**config.mk**
```make
export PLATFORM = sky130hd
export DESIGN_NAME = pairwise_delta_eta_selector_unit
export DESIGN_NICKNAME = d
export VERILOG_FILES = /design/src/rtl/core/pdes_pkg.sv /design/src/rtl/core/pdes_front.sv /design/src/rtl/core/pdes_queue.sv /design/src/rtl/core/pdes_back.sv /design/src/rtl/core/pairwise_delta_eta_selector_unit.sv
export SDC_FILE = /design/constraint.sdc
export NUM_CORES = 1
export LEC_CHECK = 0
export BUFFER_PORTS_ARGS = -buffer_cell sky130_fd_sc_hd__buf_2
export CAP_MARGIN = 20
export CORE_MARGIN = 5
export CORE_UTILIZATION = 60
export CTS_BUF_LIST = sky130_fd_sc_hd__clkbuf_8
export DETAILED_ROUTE_END_ITERATION = 12
export PLACE_DENSITY = 0.8
export SYNTH_ARGS = -nofsm -noshare
export SYNTH_HDL_FRONTEND = slang
export SYNTH_SLANG_ARGS = --single-unit
```
**constraint.sdc**
```tcl
create_clock -name clock -period 7 [get_ports clock]
set_input_delay 0.35 -clock clock [delete_from_list [all_inputs] [get_ports clock]]
set_output_delay 0.35 -clock clock [all_outputs]
set_load 0.01 [all_outputs]
```
**src/rtl/core/pdes_pkg.sv**
```systemverilog
`timescale 1ns / 1ps
package pdes_pkg;

   localparam int LEADING_DEFAULT = 8;
   localparam int QUEUE_DEPTH     = 4;
   localparam int CSR_ADDR_W      = 5;
   localparam int CSR_DATA_W      = 32;
   localparam int OUT_IDX_W       = 3;

   localparam logic [7:0] GAP_HIGH_RESET = 8'd63;

   typedef enum logic [2:0] {
      REG_MIN_ET_FIRST        = 3'd0,
      REG_MIN_ET_SECOND       = 3'd1,
      REG_ABS_ETA_LOW_FIRST   = 3'd2,
      REG_ABS_ETA_HIGH_FIRST  = 3'd3,
      REG_ABS_ETA_LOW_SECOND  = 3'd4,
      REG_ABS_ETA_HIGH_SECOND = 3'd5,
      REG_GAP_LOW             = 3'd6,
      REG_GAP_HIGH            = 3'd7
   } reg_index_type;

   typedef struct packed {
      logic [9:0]        energy;
      logic signed [7:0] eta_pos;
      logic              list_end;
   } req_type;

   typedef struct packed {
      logic              is_pair;
      logic [2:0]        first_index;
      logic [2:0]        second_index;
      logic [9:0]        first_energy;
      logic signed [7:0] first_eta;
      logic [9:0]        second_energy;
      logic signed [7:0] second_eta;
      logic [7:0]        separation;
      logic              decision;
      logic              run_end;
   } rsp_type;

   typedef struct packed {
      logic [9:0] min_et_first;
      logic [9:0] min_et_second;
      logic [6:0] abs_eta_low_first;
      logic [6:0] abs_eta_high_first;
      logic [6:0] abs_eta_low_second;
      logic [6:0] abs_eta_high_second;
      logic [7:0] gap_low;
      logic [7:0] gap_high;
   } cfg_type;

   typedef struct packed {
      logic [9:0]        energy;
      logic signed [7:0] eta;
   } obj_type;

   typedef struct packed {
      obj_type obj;
      logic    pass_first;
      logic    pass_second;
      logic    keep;
      logic    list_end;
   } q_entry_type;

   typedef enum logic [2:0] {
      ST_LOAD,
      ST_ISSUE_I,
      ST_TAKE_I,
      ST_SCAN,
      ST_SUMMARY
   } back_state_type;

endpackage

```
**src/rtl/core/pdes_front.sv**
```systemverilog
`timescale 1ns / 1ps
module pdes_front
   import pdes_pkg::*;
#(
   parameter int LEADING = LEADING_DEFAULT
) (
   input  logic        clock,
   input  logic        reset,
   input  cfg_type     cfg,
   input  logic        req_valid,
   output logic        req_stall,
   input  req_type     req_data,
   input  logic        q_full,
   output logic        q_push,
   output q_entry_type q_entry
);

   localparam int CNT_W = $clog2(LEADING + 1);
   localparam logic [CNT_W-1:0] LEAD_CNT = CNT_W'(LEADING);

   logic [CNT_W-1:0] cnt_ff, cnt_in;
   logic             accept;
   logic             keep;
   logic [7:0]       abs_eta;
   logic [7:0]       lo1, hi1, lo2, hi2;

   assign req_stall = q_full;
   assign accept    = req_valid && !q_full;
   assign keep      = cnt_ff < LEAD_CNT;
   assign abs_eta   = req_data.eta_pos[7] ? 8'(-req_data.eta_pos) : 8'(req_data.eta_pos);

   assign lo1 = {1'b0, cfg.abs_eta_low_first};
   assign hi1 = {1'b0, cfg.abs_eta_high_first};
   assign lo2 = {1'b0, cfg.abs_eta_low_second};
   assign hi2 = {1'b0, cfg.abs_eta_high_second};

   always_comb begin
      q_entry.obj.energy = req_data.energy;
      q_entry.obj.eta    = req_data.eta_pos;
      q_entry.pass_first = (req_data.energy >= cfg.min_et_first) &&
                           (abs_eta >= lo1) && (abs_eta <= hi1);
      q_entry.pass_second = (req_data.energy >= cfg.min_et_second) &&
                            (abs_eta >= lo2) && (abs_eta <= hi2);
      q_entry.keep     = keep;
      q_entry.list_end = req_data.list_end;
   end

   assign q_push = accept && (keep || req_data.list_end);

   always_comb begin
      cnt_in = cnt_ff;
      if (accept) begin
         if (req_data.list_end) begin
            cnt_in = '0;
         end else if (keep) begin
            cnt_in = CNT_W'(cnt_ff + 1'b1);
         end
      end
   end

   always_ff @(posedge clock) begin
      if (reset) begin
         cnt_ff <= '0;
      end else begin
         cnt_ff <= cnt_in;
      end
   end

endmodule

```
**src/rtl/core/pdes_queue.sv**
```systemverilog
`timescale 1ns / 1ps
module pdes_queue
   import pdes_pkg::*;
#(
   parameter int DEPTH = QUEUE_DEPTH
) (
   input  logic        clock,
   input  logic        reset,
   input  logic        push,
   input  q_entry_type push_data,
   input  logic        pop,
   output q_entry_type pop_data,
   output logic        full,
   output logic        empty
);

   localparam int PTR_W = (DEPTH > 1) ? $clog2(DEPTH) : 1;
   localparam int CNT_W = $clog2(DEPTH + 1);
   localparam logic [CNT_W-1:0] DEPTH_CNT = CNT_W'(DEPTH);
   localparam logic [PTR_W-1:0] LAST_PTR  = PTR_W'(DEPTH - 1);

   q_entry_type      slot_ff [DEPTH];
   logic [PTR_W-1:0] wr_ptr_ff, wr_ptr_in;
   logic [PTR_W-1:0] rd_ptr_ff, rd_ptr_in;
   logic [CNT_W-1:0] cnt_ff, cnt_in;
   logic             do_push, do_pop;

   assign full     = cnt_ff == DEPTH_CNT;
   assign empty    = cnt_ff == '0;
   assign do_push  = push && !full;
   assign do_pop   = pop && !empty;
   assign pop_data = slot_ff[rd_ptr_ff];

   always_comb begin
      wr_ptr_in = wr_ptr_ff;
      rd_ptr_in = rd_ptr_ff;
      cnt_in    = cnt_ff;
      if (do_push) begin
         wr_ptr_in = (wr_ptr_ff == LAST_PTR) ? '0 : PTR_W'(wr_ptr_ff + 1'b1);
      end
      if (do_pop) begin
         rd_ptr_in = (rd_ptr_ff == LAST_PTR) ? '0 : PTR_W'(rd_ptr_ff + 1'b1);
      end
      if (do_push && !do_pop) begin
         cnt_in = CNT_W'(cnt_ff + 1'b1);
      end else if (do_pop && !do_push) begin
         cnt_in = CNT_W'(cnt_ff - 1'b1);
      end
   end

   always_ff @(posedge clock) begin
      if (reset) begin
         wr_ptr_ff <= '0;
         rd_ptr_ff <= '0;
         cnt_ff    <= '0;
      end else begin
         wr_ptr_ff <= wr_ptr_in;
         rd_ptr_ff <= rd_ptr_in;
         cnt_ff    <= cnt_in;
      end
   end

   always_ff @(posedge clock) begin
      if (do_push) begin
         slot_ff[wr_ptr_ff] <= push_data;
      end
   end

endmodule

```
**src/rtl/core/pdes_back.sv**
```systemverilog
`timescale 1ns / 1ps
module pdes_back
   import pdes_pkg::*;
#(
   parameter int LEADING = LEADING_DEFAULT
) (
   input  logic        clock,
   input  logic        reset,
   input  cfg_type     cfg,
   input  logic        q_empty,
   input  q_entry_type q_entry,
   output logic        q_pop,
   output logic        rsp_valid,
   input  logic        rsp_stall,
   output rsp_type     rsp_data
);

   localparam int IDX_W = (LEADING > 1) ? $clog2(LEADING) : 1;
   localparam int CNT_W = $clog2(LEADING + 1);

   back_state_type   state_ff, state_in;
   logic [CNT_W-1:0] cnt_ff, cnt_in;
   logic [CNT_W-1:0] i_ff, i_in;
   logic [CNT_W-1:0] j_ff, j_in;
   logic [CNT_W-1:0] pendj_ff, pendj_in;
   logic             pend_ff, pend_in;
   logic             any_ff, any_in;
   logic             rsp_valid_ff, rsp_valid_in;
   rsp_type          rsp_data_ff, rsp_data_in;

   logic [LEADING-1:0] pass1_ff, pass2_ff;
   obj_type            mem [LEADING];
   obj_type            rd_ff;
   obj_type            first_ff;
   logic [CNT_W-1:0]   first_idx_ff;

   logic             wr_en, rd_en, take_first, load_out, can_load, hit;
   logic [IDX_W-1:0] rd_addr;
   logic [8:0]       diff, abs_diff;
   logic [7:0]       sep;
   logic [CNT_W+2:0] idx_first_ext, idx_second_ext;

   assign can_load  = !rsp_valid_ff || !rsp_stall;
   assign rsp_valid = rsp_valid_ff;
   assign rsp_data  = rsp_data_ff;

   assign diff     = {first_ff.eta[7], first_ff.eta} - {rd_ff.eta[7], rd_ff.eta};
   assign abs_diff = diff[8] ? 9'(-diff) : diff;
   assign sep      = abs_diff[7:0];
   assign hit      = (sep >= cfg.gap_low) && (sep <= cfg.gap_high);

   assign idx_first_ext  = {3'b000, first_idx_ff};
   assign idx_second_ext = {3'b000, pendj_ff};

   always_comb begin
      state_in    = state_ff;
      cnt_in      = cnt_ff;
      i_in        = i_ff;
      j_in        = j_ff;
      pend_in     = pend_ff;
      pendj_in    = pendj_ff;
      any_in      = any_ff;
      q_pop       = 1'b0;
      wr_en       = 1'b0;
      rd_en       = 1'b0;
      rd_addr     = i_ff[IDX_W-1:0];
      take_first  = 1'b0;
      load_out    = 1'b0;
      rsp_data_in = '0;
      unique case (state_ff)
         ST_LOAD: begin
            if (!q_empty) begin
               q_pop = 1'b1;
               if (q_entry.keep) begin
                  wr_en  = 1'b1;
                  cnt_in = CNT_W'(cnt_ff + 1'b1);
               end
               if (q_entry.list_end) begin
                  i_in     = '0;
                  state_in = ST_ISSUE_I;
               end
            end
         end
         ST_ISSUE_I: begin
            if (i_ff >= cnt_ff) begin
               state_in = ST_SUMMARY;
            end else if (!pass1_ff[i_ff[IDX_W-1:0]]) begin
               i_in = CNT_W'(i_ff + 1'b1);
            end else begin
               rd_en    = 1'b1;
               j_in     = CNT_W'(i_ff + 1'b1);
               pend_in  = 1'b0;
               state_in = ST_TAKE_I;
            end
         end
         ST_TAKE_I: begin
            take_first = 1'b1;
            state_in   = ST_SCAN;
         end
         ST_SCAN: begin
            if (!pend_ff || can_load) begin
               if (pend_ff && hit) begin
                  load_out                  = 1'b1;
                  any_in                    = 1'b1;
                  rsp_data_in.is_pair       = 1'b1;
                  rsp_data_in.first_index   = idx_first_ext[OUT_IDX_W-1:0];
                  rsp_data_in.second_index  = idx_second_ext[OUT_IDX_W-1:0];
                  rsp_data_in.first_energy  = first_ff.energy;
                  rsp_data_in.first_eta     = first_ff.eta;
                  rsp_data_in.second_energy = rd_ff.energy;
                  rsp_data_in.second_eta    = rd_ff.eta;
                  rsp_data_in.separation    = sep;
                  rsp_data_in.decision      = 1'b1;
               end
               if (j_ff < cnt_ff) begin
                  pend_in  = pass2_ff[j_ff[IDX_W-1:0]];
                  rd_en    = pass2_ff[j_ff[IDX_W-1:0]];
                  rd_addr  = j_ff[IDX_W-1:0];
                  pendj_in = j_ff;
                  j_in     = CNT_W'(j_ff + 1'b1);
               end else begin
                  pend_in  = 1'b0;
                  i_in     = CNT_W'(i_ff + 1'b1);
                  state_in = ST_ISSUE_I;
               end
            end
         end
         ST_SUMMARY: begin
            if (can_load) begin
               load_out             = 1'b1;
               rsp_data_in.decision = any_ff;
               rsp_data_in.run_end  = 1'b1;
               cnt_in               = '0;
               any_in               = 1'b0;
               state_in             = ST_LOAD;
            end
         end
         default: begin
            state_in = ST_LOAD;
         end
      endcase

      if (load_out) begin
         rsp_valid_in = 1'b1;
      end else if (!rsp_stall) begin
         rsp_valid_in = 1'b0;
      end else begin
         rsp_valid_in = rsp_valid_ff;
      end
   end

   always_ff @(posedge clock) begin
      if (reset) begin
         state_ff     <= ST_LOAD;
         cnt_ff       <= '0;
         i_ff         <= '0;
         j_ff         <= '0;
         pend_ff      <= 1'b0;
         pendj_ff     <= '0;
         any_ff       <= 1'b0;
         rsp_valid_ff <= 1'b0;
      end else begin
         state_ff     <= state_in;
         cnt_ff       <= cnt_in;
         i_ff         <= i_in;
         j_ff         <= j_in;
         pend_ff      <= pend_in;
         pendj_ff     <= pendj_in;
         any_ff       <= any_in;
         rsp_valid_ff <= rsp_valid_in;
      end
   end

   always_ff @(posedge clock) begin
      if (load_out) begin
         rsp_data_ff <= rsp_data_in;
      end
      if (take_first) begin
         first_ff     <= rd_ff;
         first_idx_ff <= i_ff;
      end
      if (wr_en) begin
         mem[cnt_ff[IDX_W-1:0]]      <= q_entry.obj;
         pass1_ff[cnt_ff[IDX_W-1:0]] <= q_entry.pass_first;
         pass2_ff[cnt_ff[IDX_W-1:0]] <= q_entry.pass_second;
      end
      if (rd_en) begin
         rd_ff <= mem[rd_addr];
      end
   end

endmodule

```
**src/rtl/core/pairwise_delta_eta_selector_unit.sv**
```systemverilog
`timescale 1ns / 1ps
// Pairwise eta-gap selector. Objects stream in as req words, one per cycle while
// the four-entry queue has room; the front applies the per-object Et and |eta|
// cuts and keeps the first LEADING objects of each list. On the list_end word the
// back walks all pairs i<j out of its single-read-port object memory: each object
// that passes the first cut is read and latched as the first of a pair, then every
// later object is scanned and those that pass the second cut are read and checked
// against the gap window; objects failing the first cut are skipped, and the walk
// ends in a summary state. A stalled rsp holds the walk. Pair words come out in
// outer-i, inner-j order, followed by one summary word with run_end set. The front
// keeps loading the next list during a walk until the queue fills. Registers are to
// be written over the APB port only while idle; the block itself does not enforce it.
module pairwise_delta_eta_selector_unit
   import pdes_pkg::*;
#(
   parameter int LEADING = LEADING_DEFAULT
) (
   input  logic                  clock,
   input  logic                  reset,
   input  logic                  req_valid,
   output logic                  req_stall,
   input  req_type               req_data,
   output logic                  rsp_valid,
   input  logic                  rsp_stall,
   output rsp_type               rsp_data,
   input  logic                  psel,
   input  logic                  penable,
   input  logic                  pwrite,
   input  logic [CSR_ADDR_W-1:0] paddr,
   input  logic [CSR_DATA_W-1:0] pwdata,
   output logic [CSR_DATA_W-1:0] prdata,
   output logic                  pready
);

   localparam cfg_type CFG_RESET = cfg_type'({56'd0, GAP_HIGH_RESET});

   cfg_type       cfg_ff, cfg_in;
   reg_index_type reg_sel;
   logic          csr_write;

   logic          q_push, q_pop, q_full, q_empty;
   q_entry_type   q_push_data, q_pop_data;

   assign pready    = 1'b1;
   assign csr_write = psel && penable && pwrite && pready;
   assign reg_sel   = reg_index_type'(paddr[4:2]);

   always_comb begin
      cfg_in = cfg_ff;
      prdata = '0;
      unique case (reg_sel)
         REG_MIN_ET_FIRST: begin
            prdata = CSR_DATA_W'(cfg_ff.min_et_first);
            if (csr_write) cfg_in.min_et_first = pwdata[9:0];
         end
         REG_MIN_ET_SECOND: begin
            prdata = CSR_DATA_W'(cfg_ff.min_et_second);
            if (csr_write) cfg_in.min_et_second = pwdata[9:0];
         end
         REG_ABS_ETA_LOW_FIRST: begin
            prdata = CSR_DATA_W'(cfg_ff.abs_eta_low_first);
            if (csr_write) cfg_in.abs_eta_low_first = pwdata[6:0];
         end
         REG_ABS_ETA_HIGH_FIRST: begin
            prdata = CSR_DATA_W'(cfg_ff.abs_eta_high_first);
            if (csr_write) cfg_in.abs_eta_high_first = pwdata[6:0];
         end
         REG_ABS_ETA_LOW_SECOND: begin
            prdata = CSR_DATA_W'(cfg_ff.abs_eta_low_second);
            if (csr_write) cfg_in.abs_eta_low_second = pwdata[6:0];
         end
         REG_ABS_ETA_HIGH_SECOND: begin
            prdata = CSR_DATA_W'(cfg_ff.abs_eta_high_second);
            if (csr_write) cfg_in.abs_eta_high_second = pwdata[6:0];
         end
         REG_GAP_LOW: begin
            prdata = CSR_DATA_W'(cfg_ff.gap_low);
            if (csr_write) cfg_in.gap_low = pwdata[7:0];
         end
         REG_GAP_HIGH: begin
            prdata = CSR_DATA_W'(cfg_ff.gap_high);
            if (csr_write) cfg_in.gap_high = pwdata[7:0];
         end
         default: begin
            prdata = '0;
         end
      endcase
   end

   always_ff @(posedge clock) begin
      if (reset) begin
         cfg_ff <= CFG_RESET;
      end else begin
         cfg_ff <= cfg_in;
      end
   end

   pdes_front #(
      .LEADING (LEADING)
   ) u_front (
      .clock     (clock),
      .reset     (reset),
      .cfg       (cfg_ff),
      .req_valid (req_valid),
      .req_stall (req_stall),
      .req_data  (req_data),
      .q_full    (q_full),
      .q_push    (q_push),
      .q_entry   (q_push_data)
   );

   pdes_queue #(
      .DEPTH (QUEUE_DEPTH)
   ) u_queue (
      .clock     (clock),
      .reset     (reset),
      .push      (q_push),
      .push_data (q_push_data),
      .pop       (q_pop),
      .pop_data  (q_pop_data),
      .full      (q_full),
      .empty     (q_empty)
   );

   pdes_back #(
      .LEADING (LEADING)
   ) u_back (
      .clock     (clock),
      .reset     (reset),
      .cfg       (cfg_ff),
      .q_empty   (q_empty),
      .q_entry   (q_pop_data),
      .q_pop     (q_pop),
      .rsp_valid (rsp_valid),
      .rsp_stall (rsp_stall),
      .rsp_data  (rsp_data)
   );

   a_queue_flags: assert property (@(posedge clock) disable iff (reset)
      !(q_full && q_empty))
      else $error("queue full and empty together");

   a_no_push_when_full: assert property (@(posedge clock) disable iff (reset)
      q_full |-> !q_push)
      else $error("push into full queue");

   a_pair_word: assert property (@(posedge clock) disable iff (reset)
      (rsp_valid && rsp_data.is_pair) |-> (rsp_data.decision && !rsp_data.run_end))
      else $error("pair word with bad flags");

   a_summary_word: assert property (@(posedge clock) disable iff (reset)
      (rsp_valid && rsp_data.run_end) |-> (!rsp_data.is_pair &&
         rsp_data.separation == 8'd0 && rsp_data.first_energy == 10'd0))
      else $error("summary word carries pair data");

   a_reset_quiet: assert property (@(posedge clock)
      reset |=> !rsp_valid)
      else $error("result word right after reset");

endmodule
```
==> flow_summary.yaml <==
routing:
  ant_nets: 0
  drt-wirelength-per-cell_microns: 19.84
  vias_per_cell: 5.731
  first_pass_iters: 6
  via_count: 12010
  wl_microns: 41590
  drt_iter0_markers: 1002
  drc: 0
power:
  p_sw_share_pct: 29.55
  p_int_mw: 4.962
  vdd_drop_max_mv: 0.2119
  power_frac_comb_pct: 23.6
  clkPwrFrac_pct: 29.0
  p_switching_mw: 2.082
  power.leakage_nw: 8.259
  seqPwrFrac_pct: 47.4
  power.density_nw_per_um2: 319.4
worst_setup_path:
  crit_arrival_ps: 5830
  cp_max_fo: 37
  cp-end-kind: "flop"
  crit_type: "flop to flop"
  start_kind: "flop"
  required_ps: 7280
sta:
  worst_slack_ps: 1447
  rsz0062_at_grt: "no"
  slew_violations: 0
  relSlewSlack_pct: 25.52
  tightest_slew_ps: 1112
  fin_skew_ps: 34.91
  max_freq_mhz: 180.1
  finalHoldViolCount: 0
  final.min_clock_period_ps: 5553
  timing.final.crit_share_pct: 79.32
  setup_tns_ps: 0
  final-setup-viol-count: 0
clock_network:
  cts_tree: "built"
  htreeDepth: 3
  cts_buffer_depth: 3
  hold_buffers: 6
  cts.sinks: 438
  ctsResizeCount: 0
  cts.clk_slew.worst_paths_ps: 60
  cts-root-buf: "clkbuf_8"
  insertion_delay_ps: 610
  cts_buffers: 71
  postCtsSetupBuffers: 0
die:
  die_w_microns: 191.3
  rows: 66
  die_area_sq_um: 36590
  core_sq_um: 32450
  die_h_microns: 191.3
  initial_core_util_pct: 60.76
  io_pins: 151
synthesis:
  ys_ff_latch: 438
  synthFlopType: "edfxtp_1"
  ys_seq_area_share_pct: 61.73
  async_reset_ff_share_pct: 0
  synth.distinct_cells: 71
  yosysWarningCount: 0
  syn-cell-area_sq_um: 19720
  syn_inst: 1450
  synth.avg_cell_area_sq_um: 13.60
  synth_edf_count: 340
place:
  pre_cts_slack_ps: 1494
  placed_area_sq_um: 20580
  hpwlAfterDp_microns: 27760
  gp_congestion: 0.9098
  placement.io_buffers: 103
global_routing:
  grt-ovfl-total: 0
  grt_pass1_vias: 11960
  antenna_found_initial: 1
  grt_pass1_wl_microns: 64910
  grt_max_degree: 91
  track_usage_pct: 22.67
cells_and_area:
  area_delta_synth_final_pct: 11.84
  layout_commonest_cell: "edfxtp_1"
  drive_above_1_share_pct: 18.22
  final_cell_mix: "edfxtp_1 (340), mux2i_1 (126), nor2_1 (117)"
  stdcell_area_sq_um: 22050
  fin_nets: 1753
status:
  status: "complete, no violations"
run:
  drv_cap: 0
min_path:
  hold_path.class: "input pin to flop"
==> cell families after synthesis <==
group	count (synthesis)	share of synthesized area, %
other cells	2	0.03809
xor+xnor	20	0.8884
simple gates	333	8.326
flops	438	61.73
compound gates	224	8.478
buf+inv	169	4.112
fa+ha+maj	93	5.978
mux	171	10.45
==> cell usage after synthesis, types with 19 or more instances <==
cell | count | area (sq um)
ha_1 | 91 | 1139
mux2i_1 | 126 | 1261
buf_4 | 26 | 195.2
dfxtp_1 | 98 | 1962
inv_1 | 85 | 319.1
edfxtp_1 | 340 | 10210
a21oi_1 | 62 | 310.3
nor2_1 | 119 | 446.7
o21ai_0 | 41 | 205.2
and2_1 | 47 | 294.0
clkbuf_1 | 39 | 146.4
mux4_2 | 25 | 563.0
nand2_1 | 57 | 214.0
mux2_2 | 19 | 214.0
==> stage by stage <==
step	std cells	total power [mW]	hold WS, ps	util, %
floorplan	1471	4.547	417.4	-
global placement	1955	4.953	422.1	63.36
detailed placement	1956	5.029	432.5	63.41
CTS	2090	7.074	5.513	67.63
global route	2094	7.406	1.571	67.94
finish	2096	7.044	34.34	67.95
==> power by group through the flow <==
stage               registers, mW  clock network (mW)  logic (mW)
finish                       3.34                2.04        1.66
CTS                          3.34                2.08        1.65
global route                 3.36                2.22        1.83
detailed placement           3.40                   0        1.63
global placement             3.38                   0        1.57
floorplan                    3.38                   0        1.17
==> flip-flops by register name (all words and copies together) (netlist names), 4 cells and up, named ones only <==
| name | cells |
|---|---|
| u_back.first_ff | 18 |
| u_back.rsp_data | 53 |
| u_back.pass2_ff | 8 |
| u_back.mem | 144 |
| u_back.pass1_ff | 8 |
| u_queue.slot_ff | 88 |
| cfg_ff | 64 |
| u_back.j_ff | 4 |
| u_back.rd_ff | 18 |
| u_back.cnt_ff | 4 |
| u_back.i_ff | 4 |
| u_front.cnt_ff | 4 |
==> area by class of cell <==
| type | count | area [sq um] |
|---|---|---|
| Antenna cell | 2 | 5.005 |
| Clock buffer | 76 | 1046 |
| Clock inverter | 52 | 266.5 |
| Fill cell | 2256 | 10400 |
| Inverter | 86 | 322.8 |
| Multi-Input combinational cell | 864 | 6834 |
| Sequential cell | 438 | 12170 |
| Tap cell | 442 | 553.0 |
| Timing Repair Buffer | 136 | 853.3 |
==> worst max-delay path, stage by stage, from the launching register on <==
cell	delay, ps
edfxtp_1	450
ha_1	240
fa_1	410
nand2b_1	180
a21oi_1	180
o21bai_1	130
a31oi_1	600
nor2_1	80
a21oi_1	330
ha_1	320
nor2b_1	130
o211ai_1	150
a21oi_1	80
a2111oi_0	340
o21ai_0	150
buf_4	200
nor3_2	130
or2_2	700
buf_4	380
==> final timing paths <==
path / to / cells past startpoint / slack (ps) / startpoint
min: u_queue.slot_ff[1][8] / 1 / 30 / req_data[5]
max: u_back.rsp_data[20] / 18 / 1450 / u_back.rd_ff[0]
max reg2reg: u_back.rsp_data[20] / 18 / 1450 / u_back.rd_ff[0]
min reg2reg: u_back.first_ff[8] / 0 / 450 / u_back.rd_ff[8]
==> routing by layer <==
layer | part of all wire, % | vias up | routed length (microns) | global-route usage (%)
met5 | 0 | - | 0 | 0
met1 | 42 | 5798 | 17350 | 31.37
met3 | 7.9 | 84 | 3299 | 4.985
met2 | 48 | 466 | 19830 | 36.17
li1 | - | 5665 | - | -
met4 | 2.7 | 0 | 1105 | 7.431
No activity file was read; power rests on OpenSTA's default activity.
